[config.mk]
export PLATFORM = sky130hd
export DESIGN_NAME = morse_key_timing_classifier
export DESIGN_NICKNAME = d
export VERILOG_FILES = /design/src/sv/mktc_pkg.sv /design/src/sv/mktc_regs.sv /design/src/sv/mktc_core.sv /design/src/sv/mktc_out_buf.sv /design/src/sv/morse_key_timing_classifier.sv
export SDC_FILE = /design/constraint.sdc
export NUM_CORES = 1
export LEC_CHECK = 0
export BUFFER_PORTS_ARGS = -buffer_cell sky130_fd_sc_hd__clkbuf_2
export CORE_MARGIN = 5
export CORE_UTILIZATION = 25
export CTS_BUF_LIST = sky130_fd_sc_hd__clkbuf_8
export DETAILED_ROUTE_END_ITERATION = 10
export PLACE_DENSITY = 0.38
export SKIP_LAST_GASP = 1
export SLEW_MARGIN = 20
export SYNTH_ARGS = -nofsm -noshare
export SYNTH_HDL_FRONTEND = slang
export SYNTH_SLANG_ARGS = --single-unit
export TNS_END_PERCENT = 1
[constraint.sdc]
create_clock -name clk -period 5.7 [get_ports clk]
set_input_delay 1.14 -clock clk [delete_from_list [all_inputs] [get_ports clk]]
set_output_delay 1.14 -clock clk [all_outputs]
set_load 0.005 [all_outputs]
[src/sv/mktc_pkg.sv]
`default_nettype none

package mktc_pkg;

	localparam int unsigned DB_W    = 10;
	localparam int unsigned TICK_W  = 16;
	localparam int unsigned EV_W    = 3;
	localparam int unsigned LAMP_W  = 4;
	localparam int unsigned PHASE_W = 2;
	localparam int unsigned IDX_W   = 2;
	localparam int unsigned CFG_W   = 16;

	localparam logic [IDX_W-1:0] REG_DEBOUNCE   = 2'd0;
	localparam logic [IDX_W-1:0] REG_LONG_PRESS = 2'd1;
	localparam logic [IDX_W-1:0] REG_SYMBOL_GAP = 2'd2;
	localparam logic [IDX_W-1:0] REG_WORD_GAP   = 2'd3;

	localparam logic [DB_W-1:0]   DEBOUNCE_RST   = 10'd50;
	localparam logic [TICK_W-1:0] LONG_PRESS_RST = 16'd300;
	localparam logic [TICK_W-1:0] SYMBOL_GAP_RST = 16'd1000;
	localparam logic [TICK_W-1:0] WORD_GAP_RST   = 16'd1000;

	localparam logic [PHASE_W-1:0] PHASE_PRESS  = 2'd0;
	localparam logic [PHASE_W-1:0] PHASE_SYMBOL = 2'd1;
	localparam logic [PHASE_W-1:0] PHASE_WORD   = 2'd2;

	localparam logic [TICK_W-1:0] PHASE_SPARE_LIMIT = 16'hFFFF;

	localparam logic [LAMP_W-1:0] LAMP_SHORT  = 4'b0001;
	localparam logic [LAMP_W-1:0] LAMP_LONG   = 4'b0010;
	localparam logic [LAMP_W-1:0] LAMP_SYMBOL = 4'b0100;
	localparam logic [LAMP_W-1:0] LAMP_WORD   = 4'b1000;

	localparam logic [EV_W-1:0] EV_NONE   = 3'd0;
	localparam logic [EV_W-1:0] EV_SHORT  = 3'd1;
	localparam logic [EV_W-1:0] EV_LONG   = 3'd2;
	localparam logic [EV_W-1:0] EV_SYMBOL = 3'd3;
	localparam logic [EV_W-1:0] EV_WORD   = 3'd4;

	typedef struct packed {
		logic [DB_W-1:0]   debounce_count;
		logic [TICK_W-1:0] long_press_ticks;
		logic [TICK_W-1:0] symbol_gap_ticks;
		logic [TICK_W-1:0] word_gap_ticks;
	} cfg_t;

	typedef struct packed {
		logic [LAMP_W-1:0] lamps;
		logic [EV_W-1:0]   event_code;
	} result_t;

endpackage

`default_nettype wire

[src/sv/mktc_regs.sv]
`default_nettype none

module mktc_regs (
	input  wire                           clk,
	input  wire                           arst_n,
	input  wire                           cfg_we,
	input  wire  [mktc_pkg::IDX_W-1:0]    cfg_index,
	input  wire  [mktc_pkg::CFG_W-1:0]    cfg_data,
	output mktc_pkg::cfg_t                cfg
);

	mktc_pkg::cfg_t cfg_q;

	always_ff @(posedge clk or negedge arst_n) begin
		if (!arst_n) begin
			cfg_q.debounce_count   <= mktc_pkg::DEBOUNCE_RST;
			cfg_q.long_press_ticks <= mktc_pkg::LONG_PRESS_RST;
			cfg_q.symbol_gap_ticks <= mktc_pkg::SYMBOL_GAP_RST;
			cfg_q.word_gap_ticks   <= mktc_pkg::WORD_GAP_RST;
		end else if (cfg_we) begin
			case (cfg_index)
				mktc_pkg::REG_DEBOUNCE:   cfg_q.debounce_count   <= cfg_data[mktc_pkg::DB_W-1:0];
				mktc_pkg::REG_LONG_PRESS: cfg_q.long_press_ticks <= cfg_data;
				mktc_pkg::REG_SYMBOL_GAP: cfg_q.symbol_gap_ticks <= cfg_data;
				mktc_pkg::REG_WORD_GAP:   cfg_q.word_gap_ticks   <= cfg_data;
				default: ;
			endcase
		end
	end

	assign cfg = cfg_q;

endmodule

`default_nettype wire

[src/sv/mktc_core.sv]
`default_nettype none

module mktc_core (
	input  wire                   clk,
	input  wire                   arst_n,
	input  mktc_pkg::cfg_t        cfg,
	input  wire                   step,
	input  wire                   key_level,
	input  wire                   tick,
	output mktc_pkg::result_t     result
);

	logic [mktc_pkg::DB_W-1:0]    high_q, low_q;
	logic                         down_q;
	logic [mktc_pkg::PHASE_W-1:0] phase_q;
	logic                         run_q;
	logic [mktc_pkg::TICK_W-1:0]  count_q;
	logic                         long_q;
	logic [mktc_pkg::LAMP_W-1:0]  lamp_q;

	logic [mktc_pkg::DB_W-1:0]    high_d, low_d, high_inc, low_inc;
	logic                         down_d;
	logic [mktc_pkg::PHASE_W-1:0] phase_d;
	logic                         run_d;
	logic [mktc_pkg::TICK_W-1:0]  count_d, count_inc, limit;
	logic                         long_d;
	logic [mktc_pkg::LAMP_W-1:0]  lamp_d;
	logic [mktc_pkg::EV_W-1:0]    ev;
	logic                         decided, pressed;

	always_comb begin
		high_d  = high_q;
		low_d   = low_q;
		down_d  = down_q;
		phase_d = phase_q;
		run_d   = run_q;
		count_d = count_q;
		long_d  = long_q;
		lamp_d  = lamp_q;
		ev      = mktc_pkg::EV_NONE;

		// timer first
		count_inc = count_q + 1'b1;
		case (phase_q)
			mktc_pkg::PHASE_PRESS:  limit = cfg.long_press_ticks;
			mktc_pkg::PHASE_SYMBOL: limit = cfg.symbol_gap_ticks;
			mktc_pkg::PHASE_WORD:   limit = cfg.word_gap_ticks;
			default:                limit = mktc_pkg::PHASE_SPARE_LIMIT;
		endcase
		if (tick && run_q) begin
			if (count_inc >= limit) begin
				count_d = '0;
				case (phase_q)
					mktc_pkg::PHASE_PRESS: begin
						long_d = 1'b1;
						lamp_d = mktc_pkg::LAMP_LONG;
					end
					mktc_pkg::PHASE_SYMBOL: begin
						ev      = mktc_pkg::EV_SYMBOL;
						lamp_d  = lamp_q | mktc_pkg::LAMP_SYMBOL;
						phase_d = mktc_pkg::PHASE_WORD;
					end
					mktc_pkg::PHASE_WORD: begin
						ev     = mktc_pkg::EV_WORD;
						lamp_d = (lamp_q & ~mktc_pkg::LAMP_SYMBOL) | mktc_pkg::LAMP_WORD;
						run_d  = 1'b0;
					end
					default: ;
				endcase
			end else begin
				count_d = count_inc;
			end
		end

		// then the key sample
		high_inc = high_q + 1'b1;
		low_inc  = low_q + 1'b1;
		if (key_level) begin
			high_d  = high_inc;
			decided = (high_inc >= cfg.debounce_count);
		end else begin
			low_d   = low_inc;
			decided = (low_inc >= cfg.debounce_count);
		end
		pressed = !key_level;
		if (decided) begin
			high_d = '0;
			low_d  = '0;
			if (pressed && !down_q) begin
				down_d  = 1'b1;
				phase_d = mktc_pkg::PHASE_PRESS;
				count_d = '0;
				run_d   = 1'b1;
				lamp_d  = mktc_pkg::LAMP_SHORT;
				long_d  = 1'b0;
			end else if (!pressed && down_q) begin
				down_d  = 1'b0;
				phase_d = mktc_pkg::PHASE_SYMBOL;
				count_d = '0;
				run_d   = 1'b1;
				ev      = long_d ? mktc_pkg::EV_LONG : mktc_pkg::EV_SHORT;
			end
		end
	end

	always_ff @(posedge clk or negedge arst_n) begin
		if (!arst_n) begin
			high_q  <= '0;
			low_q   <= '0;
			down_q  <= 1'b0;
			phase_q <= mktc_pkg::PHASE_PRESS;
			run_q   <= 1'b0;
			count_q <= '0;
			long_q  <= 1'b0;
			lamp_q  <= '0;
		end else if (step) begin
			high_q  <= high_d;
			low_q   <= low_d;
			down_q  <= down_d;
			phase_q <= phase_d;
			run_q   <= run_d;
			count_q <= count_d;
			long_q  <= long_d;
			lamp_q  <= lamp_d;
		end
	end

	assign result.event_code = ev;
	assign result.lamps      = lamp_d;

endmodule

`default_nettype wire

[src/sv/mktc_out_buf.sv]
`default_nettype none

module mktc_out_buf (
	input  wire                   clk,
	input  wire                   arst_n,
	input  wire                   in_valid,
	output logic                  in_ready,
	input  mktc_pkg::result_t     in_data,
	output logic                  out_valid,
	input  wire                   out_ready,
	output mktc_pkg::result_t     out_data
);

	logic              out_valid_q, skid_valid_q;
	mktc_pkg::result_t out_q, skid_q;
	logic              push, pop;

	assign in_ready = !skid_valid_q;
	assign push     = in_valid && in_ready;
	assign pop      = out_valid_q && out_ready;

	always_ff @(posedge clk or negedge arst_n) begin
		if (!arst_n) begin
			out_valid_q  <= 1'b0;
			skid_valid_q <= 1'b0;
		end else if (skid_valid_q) begin
			if (pop) begin
				out_valid_q  <= 1'b1;
				skid_valid_q <= 1'b0;
			end
		end else if (push) begin
			if (!out_valid_q || pop) begin
				out_valid_q <= 1'b1;
			end else begin
				skid_valid_q <= 1'b1;
			end
		end else if (pop) begin
			out_valid_q <= 1'b0;
		end
	end

	always_ff @(posedge clk) begin
		if (skid_valid_q) begin
			if (pop) out_q <= skid_q;
		end else if (push) begin
			if (!out_valid_q || pop) out_q <= in_data;
			else skid_q <= in_data;
		end
	end

	assign out_valid = out_valid_q;
	assign out_data  = out_q;

	// skid only ever holds a beat behind the output register
	a_skid_behind_out: assert property (@(posedge clk) disable iff (!arst_n)
		skid_valid_q |-> out_valid_q)
		else $error("skid beat without output beat");

	a_skid_fill: assert property (@(posedge clk) disable iff (!arst_n)
		$rose(skid_valid_q) |-> $past(out_valid_q && !out_ready && push))
		else $error("skid filled without stall");

	a_out_held: assert property (@(posedge clk) disable iff (!arst_n)
		(out_valid_q && !out_ready) |=> (out_valid_q && $stable(out_q)))
		else $error("stalled output beat lost");

	a_skid_drain: assert property (@(posedge clk) disable iff (!arst_n)
		(skid_valid_q && pop) |=> (!skid_valid_q && out_q == $past(skid_q)))
		else $error("skid beat not moved to output");

endmodule

`default_nettype wire

[src/sv/morse_key_timing_classifier.sv]
`default_nettype none

// channel  | dir | fields (low bit up)
// s_axis   | in  | tdata[0] key_level, [1] tick, [7:2] zero
// m_axis   | out | tdata[2:0] event_code, [6:3] lamps, [7] zero
// cfg      | in  | cfg_we, cfg_index, cfg_data (write only)
//
// One beat in, one beat out; a beat can be taken every cycle while the skid stage is empty.
// Key and timer state update on the accepting edge; the result is registered at
// that same edge in an output register, with a one-beat skid stage behind it.
// s_tready drops only while the skid stage is full.
// Reset loads register defaults and clears all key, timer and lamp state.

module morse_key_timing_classifier (
	input  wire                          clk,
	input  wire                          arst_n,
	input  wire                          s_tvalid,
	output logic                         s_tready,
	input  wire  [7:0]                   s_tdata,  // key_level, tick
	output logic                         m_tvalid,
	input  wire                          m_tready,
	output logic [7:0]                   m_tdata,  // event_code, lamps
	input  wire                          cfg_we,
	input  wire  [mktc_pkg::IDX_W-1:0]   cfg_index,
	input  wire  [mktc_pkg::CFG_W-1:0]   cfg_data
);

	mktc_pkg::cfg_t    cfg;
	mktc_pkg::result_t result, out_res;
	logic              step;

	assign step = s_tvalid && s_tready;

	mktc_regs u_regs (
		.clk       (clk),
		.arst_n    (arst_n),
		.cfg_we    (cfg_we),
		.cfg_index (cfg_index),
		.cfg_data  (cfg_data),
		.cfg       (cfg)
	);

	mktc_core u_core (
		.clk       (clk),
		.arst_n    (arst_n),
		.cfg       (cfg),
		.step      (step),
		.key_level (s_tdata[0]),
		.tick      (s_tdata[1]),
		.result    (result)
	);

	mktc_out_buf u_out (
		.clk       (clk),
		.arst_n    (arst_n),
		.in_valid  (s_tvalid),
		.in_ready  (s_tready),
		.in_data   (result),
		.out_valid (m_tvalid),
		.out_ready (m_tready),
		.out_data  (out_res)
	);

	assign m_tdata = {1'b0, out_res.lamps, out_res.event_code};

endmodule

`default_nettype wire
==> results.toml <==
[clock_network]
htreeDepth = 4
post-cts-setup-buffer-count = 0
clockBufferDepth = 2
cts_resized = 0
root_buffer = "clkbuf_8"
insertion_delay_ps = 440
clock_sinks = 119
hold_buffers = 0
cts_tree = "yes"
clkTransAtPathRegs_ps = 80
cts-buffers-inserted = 17

[place]
pre_cts_slack_ps = 1170
dpl.hpwl_microns = 11100
numPortBuffers = 33
gp_congestion = 0.755

[final_layout]
nets = 718
syn2layout_area_growth_pct = 13.9
antenna_cells = 0
drive_gt1_share_pct = 24.7

[sta]
fin_setup_tns_ps = 0
setup_viol = 0
fin_skew_ps = 11.4
fmaxAchievable_mhz = 220
final_max_slew_viol_count = 0
hold_violations = 0
worst_slew_pin_slew_ps = 1000
timing.final.crit_share_pct = 79.9
fin_crit_ps = 4550
whs_ps = 505
worst_slack_ps = 1150
rsz0062_at_grt = "no"
slew_headroom_pct = 33.0

[global_routing]
grt_use_total_pct = 11.2
antenna_found_initial = 0
grt_max_degree = 71
grt_pass1_wl_microns = 25800
grt-ovfl-total = 0
grt_pass1_vias = 4841

[setup_path]
startpoint_type = "flop"
cp.required_ps = 5890
arrival_ps = 4740
critPathKind = "reg2reg"
crit_fanout = 7
end_kind = "flop"

[synth]
ys_ff_latch = 119
synthArstFlopShare_pct = 88.2
seq_area_frac_synth_pct = 47.0
synth_edf_count = 14
synth_warnings = 0
synth_cell_types = 53
syn_inst = 613
synth.avg_cell_area_sq_um = 10.7
synth_flop_cell = "dfrtp_1"
netlist_area_sq_um = 6540
synth_fp_nets = 685

[routing]
route.detailed.drc = 0
wl_per_cell_microns = 15.8
vias = 4631
drt_iter0_markers = 177
ant_nets = 0
drt_pass1_iterations = 6
routed_wl_microns = 15700
vias_per_cell = 4.66

[die]
die_x_microns = 172
io_pins = 41
core-area_sq_um = 25900
rows = 59
dieArea_sq_um = 29500
start_util_pct = 25.2
chipHeight_microns = 172

[pwr]
power_frac_clock_pct = 27.4
p_comb_share_pct = 30.7
p_switching_mw = 0.991
powerDensity_nw_per_um2 = 368
power.share.sequential_pct = 41.9
intPower_mw = 1.75
swShare_pct = 36.2
peakVddDrop_mv = 0.116
p_leak_nw = 3.23

[worst_hold_path]
hold_path.class = "reg2reg"

[run]
max_cap_viol_count = 0

[status]
outcome = "complete, no violations"
-- logic make-up (layout without fill, tap and decap cells) --
group / count (synthesis) / count (layout) / share of synthesized area [%]
AND/OR/NAND/NOR: 163 / 163 / 12.2
AO/OA/AOI/OAI: 135 / 135 / 13.6
XOR/XNOR: 30 / 30 / 4.02
multiplexers: 69 / 69 / 11.8
flip-flops: 119 / 119 / 47.0
buffers and inverters: 55 / 101 / 3.35
adder cells (fa/ha/maj): 41 / 41 / 7.85
other: 1 / 1 / 0.0574
-- worst paths after layout --
kind                       cells after the start  slack, ps              start                end
max in group asynchronous                      2       3780             arst_n      u_regs.cfg[7]
hold / removal                                 1        500     u_regs.cfg[41]     u_regs.cfg[41]
setup / recovery                              15       1150  u_core.count_q[0]  u_out.out_data[3]
setup reg to reg                              15       1150  u_core.count_q[0]  u_out.out_data[3]
min in group asynchronous                      1        840             arst_n     u_regs.cfg[45]
hold reg to reg                                1        500     u_regs.cfg[41]     u_regs.cfg[41]
-- layout make-up --
type | instances | area, sq um
fill | 2682 | 18500
inverter | 29 | 109
multi-input combinational | 439 | 3250
tap | 335 | 419
clock inverter | 15 | 141
timing repair buffer | 40 | 220
sequential | 119 | 3070
clock buffer | 17 | 234
-- synth_stat cells (2+ instances only) --
master,number,area (sq um)
nand4_1,6,37.5
a21oi_1,17,85.1
o21a_1,2,15.0
o21ai_1,2,10.0
o21ai_0,42,210
o41ai_1,4,35.0
dfrtp_1,86,2150
a2bb2oi_1,2,17.5
a21o_1,5,37.5
nand3_1,26,130
mux2i_1,2,20.0
inv_1,29,109
dfstp_2,19,499
nor2_1,35,131
o2bb2ai_1,9,78.8
mux2_2,67,754
and2_1,3,18.8
or2_2,2,12.5
nor3b_1,2,15.0
clkbuf_1,22,82.6
o22ai_1,16,100
a22o_1,15,131
nand2_1,51,191
nand2b_1,13,81.3
nand3b_1,3,22.5
a41oi_1,3,26.3
xor2_1,14,123
a31oi_1,2,12.5
nor2b_1,4,25.0
xnor2_1,16,140
nor3_1,4,20.0
o31ai_1,6,45.0
edfxtp_1,14,420
ha_1,41,513
and3_1,9,56.3
a211oi_1,3,22.5
-- layer usage --
| layer | track usage (%) | wire length, microns |
|---|---|---|
| met1 | 15.2 | 7990 |
| met3 | 2.11 | 404 |
| met4 | 3.86 | 204 |
| met5 | 0 | 0 |
| met2 | 18.0 | 7130 |
-- critical path, cell delays in order (launching register included) --
cell	delay, ps
dfrtp_1	460
ha_1	270
nand3_1	170
nor2_1	310
and3_1	280
and3_1	190
xnor2_1	150
inv_1	70
ha_1	270
nand4_1	140
or4_1	540
o32a_1	310
and2_1	280
nor4_4	410
o21ai_1	150
mux2_2	280
-- registers in the layout (all words and copies together), names as in the netlist --
register / flops
u_out.skid_q: 7
u_core.phase_q: 2
u_core.run_q: 1
u_regs.cfg: 58
u_core.long_q: 1
u_core.low_q: 10
u_out.skid_valid_q: 1
u_out.out_valid: 1
u_core.count_q: 16
u_core.high_q: 10
u_core.lamp_q: 4
u_out.out_data: 7
u_core.down_q: 1
-- power by group through the flow --
stage                     clock network (mW)  registers (mW)  logic [mW]
after floorplan                            0            1.13       0.591
after global placement                     0            1.16       0.840
after detailed placement                   0            1.17       0.859
after CTS                              0.779            1.15       0.863
after global routing                   0.820            1.17       0.963
final                                  0.750            1.15       0.841
-- placed cells by master (no fill, tap or decap), types with 6 or more instances in the layout --
| cell type | count |
|---|---|
| o2bb2ai_1 | 9 |
| edfxtp_1 | 14 |
| clkbuf_2 | 32 |
| dfstp_2 | 19 |
| nand3_1 | 26 |
| xor2_1 | 14 |
| buf_4 | 8 |
| dfrtp_1 | 86 |
| and3_1 | 9 |
| nand4_1 | 6 |
| ha_1 | 41 |
| inv_1 | 29 |
| nand2_1 | 51 |
| nand2b_1 | 13 |
| a21oi_1 | 17 |
| o31ai_1 | 6 |
| o21ai_0 | 42 |
| mux2_2 | 67 |
| a22o_1 | 15 |
| nor2_1 | 35 |
| o22ai_1 | 16 |
| xnor2_1 | 16 |
| clkbuf_8 | 17 |
-- through the flow --
stage | area, sq um | utilization (%) | power (mW) | std cells
2_1_floorplan | 6540 | - | 1.73 | 613
3_3_place_gp | 7070 | 27.3 | 2.00 | 962
3_5_place_dp | 7070 | 27.3 | 2.03 | 962
4_1_cts | 7450 | 28.7 | 2.79 | 994
5_1_grt | 7450 | 28.7 | 2.95 | 994
6_report | 7450 | 28.7 | 2.74 | 994
(Power assumes the default switching activity.)
